--- config.mk ---
export PLATFORM = sky130hd
export DESIGN_NAME = utf16_utf32_to_utf8_transcoder
export DESIGN_NICKNAME = d
export VERILOG_FILES = /design/src/hw/rtl/utt_pkg.sv /design/src/hw/rtl/utt_core.sv /design/src/hw/rtl/utt_serializer.sv /design/src/hw/rtl/utf16_utf32_to_utf8_transcoder.sv
export SDC_FILE = /design/constraint.sdc
export NUM_CORES = 1
export LEC_CHECK = 0
export ABC_AREA = 1
export BUFFER_PORTS_ARGS = -buffer_cell sky130_fd_sc_hd__buf_2
export CORE_UTILIZATION = 50
export CTS_BUF_LIST = sky130_fd_sc_hd__clkbuf_16
export CTS_CLUSTER_SIZE = 8
export DETAILED_ROUTE_END_ITERATION = 16
export PLACE_DENSITY = 0.7
export SETUP_SLACK_MARGIN = 0.15
export SYNTH_ARGS = -nofsm -noshare
export SYNTH_HDL_FRONTEND = slang
export SYNTH_SLANG_ARGS = --single-unit
--- constraint.sdc ---
create_clock -name aclk -period 5.1 [get_ports aclk]
set_input_delay 1.53 -clock aclk [delete_from_list [all_inputs] [get_ports aclk]]
set_output_delay 1.53 -clock aclk [all_outputs]
set_load 0.01 [all_outputs]
--- src/hw/rtl/utt_pkg.sv ---
`timescale 1ns / 1ps
// ============================================================================
// utt_pkg
// Shared types, codes and helpers for the UTF-16/UTF-32 to UTF-8 transcoder.
// ============================================================================
package utt_pkg;

    // Decoding mode chosen once per stream.
    typedef enum logic [2:0] {
        MODE_UTF8  = 3'd0,
        MODE_U16LE = 3'd1,
        MODE_U16BE = 3'd2,
        MODE_U32LE = 3'd3,
        MODE_U32BE = 3'd4
    } mode_t;

    // Codes of the encoding register.
    typedef enum logic [2:0] {
        REQ_AUTO    = 3'd0,
        REQ_UTF8    = 3'd1,
        REQ_UTF16   = 3'd2,
        REQ_UTF16LE = 3'd3,
        REQ_UTF16BE = 3'd4,
        REQ_UTF32   = 3'd5,
        REQ_UTF32LE = 3'd6,
        REQ_UTF32BE = 3'd7
    } req_enc_t;

    // Slots of one burst: first unit (two emits), second unit (two emits),
    // and the end-of-stream flush of a dangling high surrogate.
    localparam int NumSlots  = 5;
    localparam int SlotFlush = 4;

    localparam logic [20:0] CpReplacement = 21'h00FFFD;
    localparam logic [31:0] CpMax         = 32'h0010FFFF;
    localparam logic [20:0] CpSuppBase    = 21'h010000;

    // One output symbol: a raw byte (UTF-8 pass-through) or a code point.
    typedef struct packed {
        logic        raw;
        logic [20:0] value;
    } sym_t;

    // Everything one input byte produces, handed to the output stage.
    typedef struct packed {
        logic [NumSlots-1:0] mask;
        sym_t [NumSlots-1:0] sym;
    } burst_t;

    typedef struct packed {
        logic        vld;
        logic [20:0] cp;
    } emit_t;

    typedef struct packed {
        emit_t       e1;
        emit_t       e2;
        logic        pv;
        logic [15:0] ph;
    } take16_t;

    // Drops code point zero and replaces surrogates and out-of-range values.
    function automatic emit_t make_cp(input logic [31:0] cp);
        emit_t e;
        e.vld = (cp != 32'h0);
        if (cp > CpMax || (cp inside {[32'h0000D800:32'h0000DFFF]})) begin
            e.cp = CpReplacement;
        end else begin
            e.cp = cp[20:0];
        end
        return e;
    endfunction

    function automatic logic is_high(input logic [15:0] w);
        return (w inside {[16'hD800:16'hDBFF]});
    endfunction

    function automatic logic is_low(input logic [15:0] w);
        return (w inside {[16'hDC00:16'hDFFF]});
    endfunction

    // One UTF-16 code unit against the pending high surrogate. e1 carries
    // the joined pair or the replacement for a broken pair, e2 the unit's
    // own code point.
    function automatic take16_t take_unit16(input logic pv, input logic [15:0] ph,
                                            input logic [15:0] w);
        take16_t r;
        logic    own;
        r    = '0;
        own  = 1'b1;
        r.pv = pv;
        r.ph = ph;
        if (pv) begin
            r.pv = 1'b0;
            r.ph = '0;
            r.e1.vld = 1'b1;
            if (is_low(w)) begin
                r.e1.cp = CpSuppBase + {1'b0, ph[9:0], w[9:0]};
                own     = 1'b0;
            end else begin
                r.e1.cp = CpReplacement;
            end
        end
        if (own) begin
            if (is_high(w)) begin
                r.pv = 1'b1;
                r.ph = w;
            end else if (is_low(w)) begin
                r.e2.vld = 1'b1;
                r.e2.cp  = CpReplacement;
            end else begin
                r.e2 = make_cp({16'h0000, w});
            end
        end
        return r;
    endfunction

endpackage

--- src/hw/rtl/utt_core.sv ---
`timescale 1ns / 1ps
// ============================================================================
// utt_core
// Stream state, byte order mark detection and code unit assembly. Turns one
// registered input byte combinationally into a burst of output symbols.
// ============================================================================
module utt_core
    import utt_pkg::*;
(
    input  logic       aclk,
    input  logic       aresetn,
    input  logic       fire,
    input  logic [7:0] in_byte,
    input  logic       in_fin,
    input  logic       cfg_we,
    input  logic [2:0] cfg_data,
    output burst_t     burst
);

    req_enc_t    req_reg;
    logic [23:0] head_reg, head_next;
    logic [1:0]  hcnt_reg, hcnt_next;
    logic        decided_reg, decided_next;
    mode_t       mode_reg, mode_next;
    logic [23:0] acc_reg, acc_next;
    logic [1:0]  ucnt_reg, ucnt_next;
    logic [15:0] ph_reg, ph_next;
    logic        pv_reg, pv_next;

    logic [31:0] held;
    logic [7:0]  b0, b1, b2, b3;
    logic [2:0]  n;
    logic        do_decide;
    logic        bom_found;
    mode_t       bom_mode;
    logic [2:0]  skip;
    mode_t       dmode;
    logic [2:0]  start;

    always_ff @(posedge aclk) begin
        if (!aresetn) begin
            req_reg <= REQ_AUTO;
        end else if (cfg_we) begin
            req_reg <= req_enc_t'(cfg_data);
        end
    end

    // Held bytes with the incoming byte placed behind them.
    always_comb begin
        held = {8'h00, head_reg};
        held[8*hcnt_reg +: 8] = in_byte;
        b0 = held[7:0];
        b1 = held[15:8];
        b2 = held[23:16];
        b3 = held[31:24];
        n  = {1'b0, hcnt_reg} + 3'd1;
        do_decide = !decided_reg && ((n == 3'd4) || in_fin);
    end

    // Mark detection, tested in priority order.
    always_comb begin
        bom_found = 1'b1;
        bom_mode  = MODE_UTF8;
        skip      = 3'd0;
        if (n == 3'd4 && b0 == 8'hFF && b1 == 8'hFE && b2 == 8'h00 && b3 == 8'h00) begin
            bom_mode = MODE_U32LE;
            skip     = 3'd4;
        end else if (n == 3'd4 && b0 == 8'h00 && b1 == 8'h00 && b2 == 8'hFE
                     && b3 == 8'hFF) begin
            bom_mode = MODE_U32BE;
            skip     = 3'd4;
        end else if (n >= 3'd3 && b0 == 8'hEF && b1 == 8'hBB && b2 == 8'hBF) begin
            bom_mode = MODE_UTF8;
            skip     = 3'd3;
        end else if (n >= 3'd2 && b0 == 8'hFF && b1 == 8'hFE) begin
            bom_mode = MODE_U16LE;
            skip     = 3'd2;
        end else if (n >= 3'd2 && b0 == 8'hFE && b1 == 8'hFF) begin
            bom_mode = MODE_U16BE;
            skip     = 3'd2;
        end else begin
            bom_found = 1'b0;
        end
    end

    // Mark weighed against the requested encoding.
    always_comb begin
        start = 3'd0;
        case (req_reg)
            REQ_AUTO: begin
                if (bom_found) begin
                    dmode = bom_mode;
                    start = skip;
                end else begin
                    dmode = MODE_UTF8;
                end
            end
            REQ_UTF8:    dmode = MODE_UTF8;
            REQ_UTF16: begin
                if (bom_found && (bom_mode == MODE_U16LE || bom_mode == MODE_U16BE)) begin
                    dmode = bom_mode;
                    start = skip;
                end else begin
                    dmode = MODE_U16LE;
                end
            end
            REQ_UTF16LE: dmode = MODE_U16LE;
            REQ_UTF16BE: dmode = MODE_U16BE;
            REQ_UTF32: begin
                if (bom_found && (bom_mode == MODE_U32LE || bom_mode == MODE_U32BE)) begin
                    dmode = bom_mode;
                    start = skip;
                end else begin
                    dmode = MODE_U32LE;
                end
            end
            REQ_UTF32LE: dmode = MODE_U32LE;
            default:     dmode = MODE_U32BE;
        endcase
        if ((req_reg inside {REQ_UTF8, REQ_UTF16LE, REQ_UTF16BE, REQ_UTF32LE, REQ_UTF32BE})
            && bom_found && bom_mode == dmode) begin
            start = skip;
        end
    end

    // Unit assembly, surrogate handling and the burst.
    always_comb begin
        mode_t       mode_use;
        logic        le, u16;
        logic        unit_a_vld, unit_b_vld;
        logic [31:0] unit_a;
        logic [15:0] unit_b;
        logic        pv_t;
        logic [15:0] ph_t;
        take16_t     t;
        emit_t       e;

        head_next    = head_reg;
        hcnt_next    = hcnt_reg;
        decided_next = decided_reg;
        mode_next    = mode_reg;
        acc_next     = acc_reg;
        ucnt_next    = ucnt_reg;
        burst        = '0;
        unit_a_vld   = 1'b0;
        unit_b_vld   = 1'b0;
        unit_a       = '0;
        unit_b       = '0;
        pv_t         = pv_reg;
        ph_t         = ph_reg;
        t            = '0;
        e            = '0;

        mode_use = do_decide ? dmode : mode_reg;
        le  = (mode_use inside {MODE_U16LE, MODE_U32LE});
        u16 = (mode_use inside {MODE_U16LE, MODE_U16BE});

        if (decided_reg) begin
            case (mode_reg)
                MODE_UTF8: begin
                    burst.mask[0] = 1'b1;
                    burst.sym[0]  = {1'b1, 13'h0000, in_byte};
                end
                MODE_U16LE, MODE_U16BE: begin
                    if (ucnt_reg == 2'd1) begin
                        unit_a_vld = 1'b1;
                        unit_a = {16'h0000, le ? {in_byte, acc_reg[7:0]}
                                               : {acc_reg[7:0], in_byte}};
                        acc_next  = '0;
                        ucnt_next = 2'd0;
                    end else begin
                        acc_next  = {16'h0000, in_byte};
                        ucnt_next = 2'd1;
                    end
                end
                default: begin
                    if (ucnt_reg == 2'd3) begin
                        unit_a_vld = 1'b1;
                        unit_a    = le ? {in_byte, acc_reg} : {acc_reg, in_byte};
                        acc_next  = '0;
                        ucnt_next = 2'd0;
                    end else begin
                        if (le) begin
                            acc_next[8*ucnt_reg +: 8] = in_byte;
                        end else begin
                            acc_next = {acc_reg[15:0], in_byte};
                        end
                        ucnt_next = ucnt_reg + 2'd1;
                    end
                end
            endcase
        end else if (do_decide) begin
            decided_next = 1'b1;
            mode_next    = dmode;
            case (dmode)
                MODE_UTF8: begin
                    for (int k = 0; k < 4; k++) begin
                        if (3'(k) >= start && 3'(k) < n) begin
                            burst.mask[k] = 1'b1;
                            burst.sym[k]  = {1'b1, 13'h0000, held[8*k +: 8]};
                        end
                    end
                end
                MODE_U16LE, MODE_U16BE: begin
                    if (start == 3'd0 && n >= 3'd2) begin
                        unit_a_vld = 1'b1;
                        unit_a = {16'h0000, le ? {b1, b0} : {b0, b1}};
                    end else if (start == 3'd2 && n == 3'd4) begin
                        unit_a_vld = 1'b1;
                        unit_a = {16'h0000, le ? {b3, b2} : {b2, b3}};
                    end
                    if (start == 3'd0 && n == 3'd4) begin
                        unit_b_vld = 1'b1;
                        unit_b = le ? {b3, b2} : {b2, b3};
                    end
                end
                default: begin
                    if (start == 3'd0 && n == 3'd4) begin
                        unit_a_vld = 1'b1;
                        unit_a = le ? held : {b0, b1, b2, b3};
                    end
                end
            endcase
            // A trailing partial unit here only happens at the end of the
            // stream, where it is dropped, so the accumulator stays clear.
        end else begin
            head_next = held[23:0];
            hcnt_next = hcnt_reg + 2'd1;
        end

        if (unit_a_vld) begin
            if (u16) begin
                t = take_unit16(pv_t, ph_t, unit_a[15:0]);
                burst.mask[0] = t.e1.vld;
                burst.sym[0]  = {1'b0, t.e1.cp};
                burst.mask[1] = t.e2.vld;
                burst.sym[1]  = {1'b0, t.e2.cp};
                pv_t = t.pv;
                ph_t = t.ph;
            end else begin
                e = make_cp(unit_a);
                burst.mask[1] = e.vld;
                burst.sym[1]  = {1'b0, e.cp};
            end
        end
        if (unit_b_vld) begin
            t = take_unit16(pv_t, ph_t, unit_b);
            burst.mask[2] = t.e1.vld;
            burst.sym[2]  = {1'b0, t.e1.cp};
            burst.mask[3] = t.e2.vld;
            burst.sym[3]  = {1'b0, t.e2.cp};
            pv_t = t.pv;
            ph_t = t.ph;
        end

        pv_next = pv_t;
        ph_next = ph_t;

        // End of stream: flush a dangling high surrogate, then start fresh.
        if (in_fin) begin
            if (pv_t) begin
                burst.mask[SlotFlush] = 1'b1;
                burst.sym[SlotFlush]  = {1'b0, CpReplacement};
            end
            head_next    = '0;
            hcnt_next    = '0;
            decided_next = 1'b0;
            mode_next    = MODE_UTF8;
            acc_next     = '0;
            ucnt_next    = '0;
            pv_next      = 1'b0;
            ph_next      = '0;
        end
    end

    always_ff @(posedge aclk) begin
        if (!aresetn) begin
            head_reg    <= '0;
            hcnt_reg    <= '0;
            decided_reg <= 1'b0;
            mode_reg    <= MODE_UTF8;
            acc_reg     <= '0;
            ucnt_reg    <= '0;
            ph_reg      <= '0;
            pv_reg      <= 1'b0;
        end else if (fire) begin
            head_reg    <= head_next;
            hcnt_reg    <= hcnt_next;
            decided_reg <= decided_next;
            mode_reg    <= mode_next;
            acc_reg     <= acc_next;
            ucnt_reg    <= ucnt_next;
            ph_reg      <= ph_next;
            pv_reg      <= pv_next;
        end
    end

endmodule

--- src/hw/rtl/utt_serializer.sv ---
`timescale 1ns / 1ps
// ============================================================================
// utt_serializer
// Result register for one burst; sends UTF-8, a byte a cycle unless stalled.
// ============================================================================
module utt_serializer
    import utt_pkg::*;
(
    input  logic       aclk,
    input  logic       aresetn,
    input  logic       load,
    input  burst_t     burst,
    output logic       load_ok,
    output logic       m_valid,
    input  logic       m_ready,
    output logic [7:0] m_out_byte,
    output logic       m_run_end
);

    logic [NumSlots-1:0] mask_reg;
    sym_t [NumSlots-1:0] sym_reg;
    logic [1:0]          idx_reg;

    logic [2:0]          sel;
    sym_t                cur;
    logic [1:0]          last_idx;
    logic [NumSlots-1:0] rest;
    logic                last_sym;

    // Lowest pending slot is the one on the wire.
    always_comb begin
        sel = '0;
        for (int i = NumSlots - 1; i >= 0; i--) begin
            if (mask_reg[i]) begin
                sel = 3'(i);
            end
        end
        cur  = sym_reg[sel];
        rest = mask_reg;
        rest[sel] = 1'b0;
    end

    always_comb begin
        if (cur.raw || cur.value <= 21'h00007F) begin
            last_idx = 2'd0;
        end else if (cur.value <= 21'h0007FF) begin
            last_idx = 2'd1;
        end else if (cur.value <= 21'h00FFFF) begin
            last_idx = 2'd2;
        end else begin
            last_idx = 2'd3;
        end

        if (idx_reg == last_idx) begin
            m_out_byte = cur.raw ? cur.value[7:0] : {1'b0, cur.value[6:0]};
            if (last_idx != 2'd0) begin
                m_out_byte = {2'b10, cur.value[5:0]};
            end
        end else if (idx_reg == 2'd0) begin
            case (last_idx)
                2'd1:    m_out_byte = {3'b110, cur.value[10:6]};
                2'd2:    m_out_byte = {4'b1110, cur.value[15:12]};
                default: m_out_byte = {5'b11110, cur.value[20:18]};
            endcase
        end else if (idx_reg == 2'd1 && last_idx == 2'd3) begin
            m_out_byte = {2'b10, cur.value[17:12]};
        end else begin
            m_out_byte = {2'b10, cur.value[11:6]};
        end

        last_sym  = (idx_reg == last_idx);
        m_valid   = (mask_reg != '0);
        m_run_end = last_sym && (rest == '0);
        load_ok   = (mask_reg == '0) || (m_ready && m_run_end);
    end

    always_ff @(posedge aclk) begin
        if (!aresetn) begin
            mask_reg <= '0;
            idx_reg  <= '0;
        end else if (load) begin
            mask_reg <= burst.mask;
            idx_reg  <= '0;
        end else if (m_valid && m_ready) begin
            if (last_sym) begin
                mask_reg <= rest;
                idx_reg  <= '0;
            end else begin
                idx_reg <= idx_reg + 2'd1;
            end
        end
    end

    always_ff @(posedge aclk) begin
        if (load) begin
            sym_reg <= burst.sym;
        end
    end

endmodule

--- src/hw/rtl/utf16_utf32_to_utf8_transcoder.sv ---
`timescale 1ns / 1ps
// ============================================================================
// utf16_utf32_to_utf8_transcoder
// Byte stream in UTF-8, UTF-16 or UTF-32 with optional byte order mark, out
// as UTF-8 bytes.
// ============================================================================
//
//  Channel  Direction  Handshake            Payload
//  s_       in         s_valid / s_ready    s_in_byte[7:0], s_final_byte
//  m_       out        m_valid / m_ready    m_out_byte[7:0], m_run_end
//  cfg_     in         cfg_valid/cfg_ready  cfg_encoding[2:0]
//
// An input register feeds a combinational decode into the result register;
// the first output byte is offered once the input byte has moved into it. A
// byte that gives several output bytes holds the input until the last one is
// taken; with at most one each, one byte per cycle goes through while m_ready
// is high. Reset (synchronous, active low) selects auto and clears all stream
// state; the configuration port is always ready.
//
// While the mode is undecided the first bytes of a stream (up to three, or
// fewer when the final byte comes early) are held and give no output; the
// byte that decides the mode releases the held bytes past the mark at once.
// The final byte flushes a pending high surrogate as U+FFFD, drops a partial
// code unit, and makes the next transfer start a new stream.
// ============================================================================
module utf16_utf32_to_utf8_transcoder
    import utt_pkg::*;
(
    input  logic       aclk,
    input  logic       aresetn,
    input  logic       s_valid,
    output logic       s_ready,
    input  logic [7:0] s_in_byte,
    input  logic       s_final_byte,
    output logic       m_valid,
    input  logic       m_ready,
    output logic [7:0] m_out_byte,
    output logic       m_run_end,
    input  logic       cfg_valid,
    output logic       cfg_ready,
    input  logic [2:0] cfg_encoding
);

    logic       in_vld_reg;
    logic [7:0] in_byte_reg;
    logic       in_fin_reg;
    logic       load_ok;
    logic       fire;
    burst_t     burst;

    // The registered byte moves on when the result register can take its
    // whole burst; the input register refills in the same cycle.
    assign fire      = in_vld_reg && load_ok;
    assign s_ready   = !in_vld_reg || fire;
    assign cfg_ready = 1'b1;

    always_ff @(posedge aclk) begin
        if (!aresetn) begin
            in_vld_reg <= 1'b0;
        end else if (s_valid && s_ready) begin
            in_vld_reg <= 1'b1;
        end else if (fire) begin
            in_vld_reg <= 1'b0;
        end
    end

    always_ff @(posedge aclk) begin
        if (s_valid && s_ready) begin
            in_byte_reg <= s_in_byte;
            in_fin_reg  <= s_final_byte;
        end
    end

    utt_core u_core (
        .aclk     (aclk),
        .aresetn  (aresetn),
        .fire     (fire),
        .in_byte  (in_byte_reg),
        .in_fin   (in_fin_reg),
        .cfg_we   (cfg_valid && cfg_ready),
        .cfg_data (cfg_encoding),
        .burst    (burst)
    );

    utt_serializer u_serializer (
        .aclk       (aclk),
        .aresetn    (aresetn),
        .load       (fire),
        .burst      (burst),
        .load_ok    (load_ok),
        .m_valid    (m_valid),
        .m_ready    (m_ready),
        .m_out_byte (m_out_byte),
        .m_run_end  (m_run_end)
    );

endmodule
==> run_results.csv <==
group,metric,value,unit
timing,worstMarginPinSlew,1.13,ns
place,dpl_cell_area,0.0152,mm^2
timing,setup_viol,5,
drt,viasPerCell,6.03,
timing,fin_skew,0.0208,ns
final_layout,fin_util,70.5,%
power_and_ir_drop,p_leak,7.98,nW
final_layout,n_antenna_cell,0,
critical_path,critical-path-max-stage-delay,0.36,ns
clock_tree,clk_pin_slew,0.07,ns
clock_tree,cts_buffers,17,
status,status,"finished with violations",
floorplanning,die_h,164,um
final_layout,area_growth,36.7,%
status,failed_checks,"setup timing",
grt,grt_pass1_wl,81000,um
critical_path,crit_path_max_fanout,5,
synthesis,synthCells,1988,
clock_tree,cts_tree,"done",
drt,initialDrtViolationCount,2293,
critical_path,path_delay_family,"simple AND/OR/NAND/NOR gates",
final_layout,nets,2300,
timing,slew_headroom,24.1,%
place,gp_congestion,1.05,
drt,vias,15700,
grt,grt_start_max_net_pins,71,
synthesis,synth.distinct_cells,64,
critical_path,startpoint_type,"flop",
synthesis,yosys_warnings,0,
timing,drv_slew,0,
critical_path,cp.arrival,3.64,ns
synthesis,syn-mean-instance-area,6.61,um^2
timing,setup_tns,-0.171,ns
timing,hold_viol,0,
synthesis,syn_area,0.0131,mm^2
timing,fmax,0.193,GHz
clock_tree,numClockSinks,171,
drt,detail-route-antenna-nets,0,
place,pre_cts_ws,-0.0966,ns
floorplanning,start_util,51.6,%
final_layout,fillers,2074,
place,port_buffers,27,
floorplanning,die_w,164,um
grt,grt-ovfl-total,0,
critical_path,crit_required,3.57,ns
critical_path,worst_setup_path_end_kind,"output port",
final_layout,fin_area,0.0180,mm^2
worst_hold_path,min_path_type,"flop to flop",
synthesis,ys_seq_area_share,33.1,%
final_layout,drive_above_1_share,32.2,%
timing,rsz0062_at_grt,"yes",
job,drv_cap,0,
clock_tree,clock-root-buffer,"clkbuf_16",
grt,antenna_found_initial,0,
clock_tree,htreeDepth,4,
clock_tree,cts_buffer_depth,2,
synthesis,syn-num-nets,2027,
floorplanning,placementRows,58,
grt,track_usage,40.5,%
drt,drc,0,
timing,period_minus_slack,5.17,ns
drt,dr.pass1.iters,6,
critical_path,cp_slowest_cell,"dfxtp_4",
drt,wire_per_inst,21.5,um
floorplanning,die_area,0.0269,mm^2
timing,whs,0.469,ns
critical_path,crit_buf_inv,5,
power_and_ir_drop,power.density,578,mW/mm^2
power_and_ir_drop,peakVddDrop,852,uV
grt,grt_pass1_vias,13800,
final_layout,largest_reg_flops,84,
timing,layout_worst_path_cycle_share,101,%
critical_path,cpMostUsedCell,"nand2_1",
floorplanning,core_area,0.0255,mm^2
timing,fin_ws,-0.0705,ns
synthesis,ys_ff_latch,171,
drt,wirelength,56100,um
place,place_hpwl,41200,um
critical_path,path_class,"flop to output port",
clock_tree,worstSkewPairLatency,0.46,ns
clock_tree,cts_hold_buf,0,
floorplanning,io_pins,29,
critical_path,cp_cell_sequence,"o21bai_1 -> nand2_2 -> inv_4 -> buf_6 -> buf_4 -> nor3_1 -> nor4_1 -> buf_4 -> nor2_1 -> nand2_1 -> nor2_2 -> nand3_2 -> nand2_2 -> nand2_4 -> ha_4 -> nand2_1 -> o22ai_1 -> a22o_1 -> nand2_1 -> o21ai_1 -> buf_2",
synthesized netlist by cell type, drive strengths merged:
library cell | number | area (um^2)
edfxtp | 93 | 2790
nor4 | 16 | 100
nand4 | 36 | 253
o311ai | 1 | 8.76
a32oi | 8 | 70.1
or2 | 1 | 6.26
buf | 40 | 280
o21a | 1 | 7.51
clkinv | 9 | 38.8
o21ai | 229 | 1230
nand2 | 567 | 2190
a22oi | 1 | 7.51
and2 | 2 | 12.5
a22o | 1 | 8.76
nand3b | 14 | 105
a21oi | 104 | 577
and3 | 2 | 12.5
nor3b | 2 | 20.0
clkbuf | 44 | 166
a21boi | 1 | 7.51
nor2 | 237 | 965
a221oi | 1 | 8.76
o2111ai | 1 | 8.76
xor2 | 3 | 26.3
dfxtp | 78 | 1560
o211ai | 14 | 105
o21bai | 7 | 56.3
a211oi | 34 | 255
a31oi | 20 | 125
conb | 1 | 3.75
o221ai | 1 | 8.76
o32ai | 1 | 8.76
inv | 231 | 875
mux2i | 2 | 20.0
nand3 | 111 | 628
o22ai | 19 | 119
ha | 22 | 275
nor3 | 33 | 203
repair_timing:
| item | in CTS | in global routing |
|---|---|---|
| gates cloned | 2 | 3 |
| setup buffers | 18 | 50 |
| setup endpoints to repair | 96 | 105 |
| resized for setup | 85 | 392 |
| pin swaps | 29 | 127 |
final timing paths:
kind	startpoint	endpoint	slack, ns	cells after the start
max	u_serializer.mask_reg[1]	m_out_byte[3]	-0.07	21
min	u_core.head_reg[15]	u_core.head_reg[15]	0.47	2
max reg2reg	u_core.hcnt_reg[0]	u_serializer.mask_reg[1]	-0.07	34
min reg2reg	u_core.head_reg[15]	u_core.head_reg[15]	0.47	2
stage by stage:
step	total power [mW]	std cells
finish	10.4	2604
global route	10.9	2604
CTS	9.41	2551
detailed placement	7.59	2499
global placement	7.56	2499
floorplan	5.28	1988
report_power, final:
| part | total (mW) | switching [mW] | internal, mW |
|---|---|---|---|
| Sequential | 2.04 | 0.184 | 1.85 |
| Clock | 1.38 | 0.639 | 0.744 |
| Combinational | 6.96 | 4.34 | 2.62 |
metal layers:
metal	part of all wire (%)	routed length, um	global-route usage, %
met1	42	23700	57.6
met2	42	23600	58.4
met3	12	6550	10.8
met4	4.0	2260	13.9
met5	0	0	0
cell families after synthesis:
| family | Yosys count | synth area share [%] |
|---|---|---|
| compound gates | 444 | 19.9 |
| xor+xnor | 3 | 0.200 |
| fa+ha+maj | 22 | 2.09 |
| buf+inv | 324 | 10.3 |
| flops | 171 | 33.1 |
| mux | 2 | 0.152 |
| other cells | 1 | 0.0285 |
| simple gates | 1021 | 34.2 |
final cells by class:
cell class | count | area [um^2] | area share (%)
repair inverters | 1 | 7.51 | 0.0418
clock inverters | 13 | 121 | 0.676
repair buffers | 336 | 2860 | 15.9
flip-flops and latches | 171 | 4360 | 24.3
multi-input cells | 1494 | 8760 | 48.8
inverters | 240 | 965 | 5.37
well taps | 330 | 413 | 2.30
clock buffers | 19 | 475 | 2.65
placed cells by master (no fill, tap or decap), types with 21 or more instances in the layout:
master / Yosys / final
nand2_1: 549 / 470
buf_4: 9 / 238
inv_1: 206 / 185
nor2_1: 223 / 177
o21ai_0: 173 / 117
edfxtp_1: 93 / 93
nand3_1: 104 / 84
a21oi_1: 95 / 80
dfxtp_1: 78 / 73
nand2_2: 15 / 68
o21ai_1: 38 / 55
buf_6: 8 / 51
o21ai_2: 16 / 48
nor2_4: 8 / 34
inv_2: 23 / 34
a211oi_1: 34 / 34
nand4_1: 33 / 33
nand2_4: 3 / 27
buf_2: 20 / 27
nor2_2: 6 / 26
nor3_1: 28 / 21
tightest hold or removal path, cell delays in order (launching register included):
cell and delay (ns):
dfxtp_1 0.31, nand2_1 0.06, a21oi_1 0.06
Note: power is estimated with default switching activity, not from simulation.
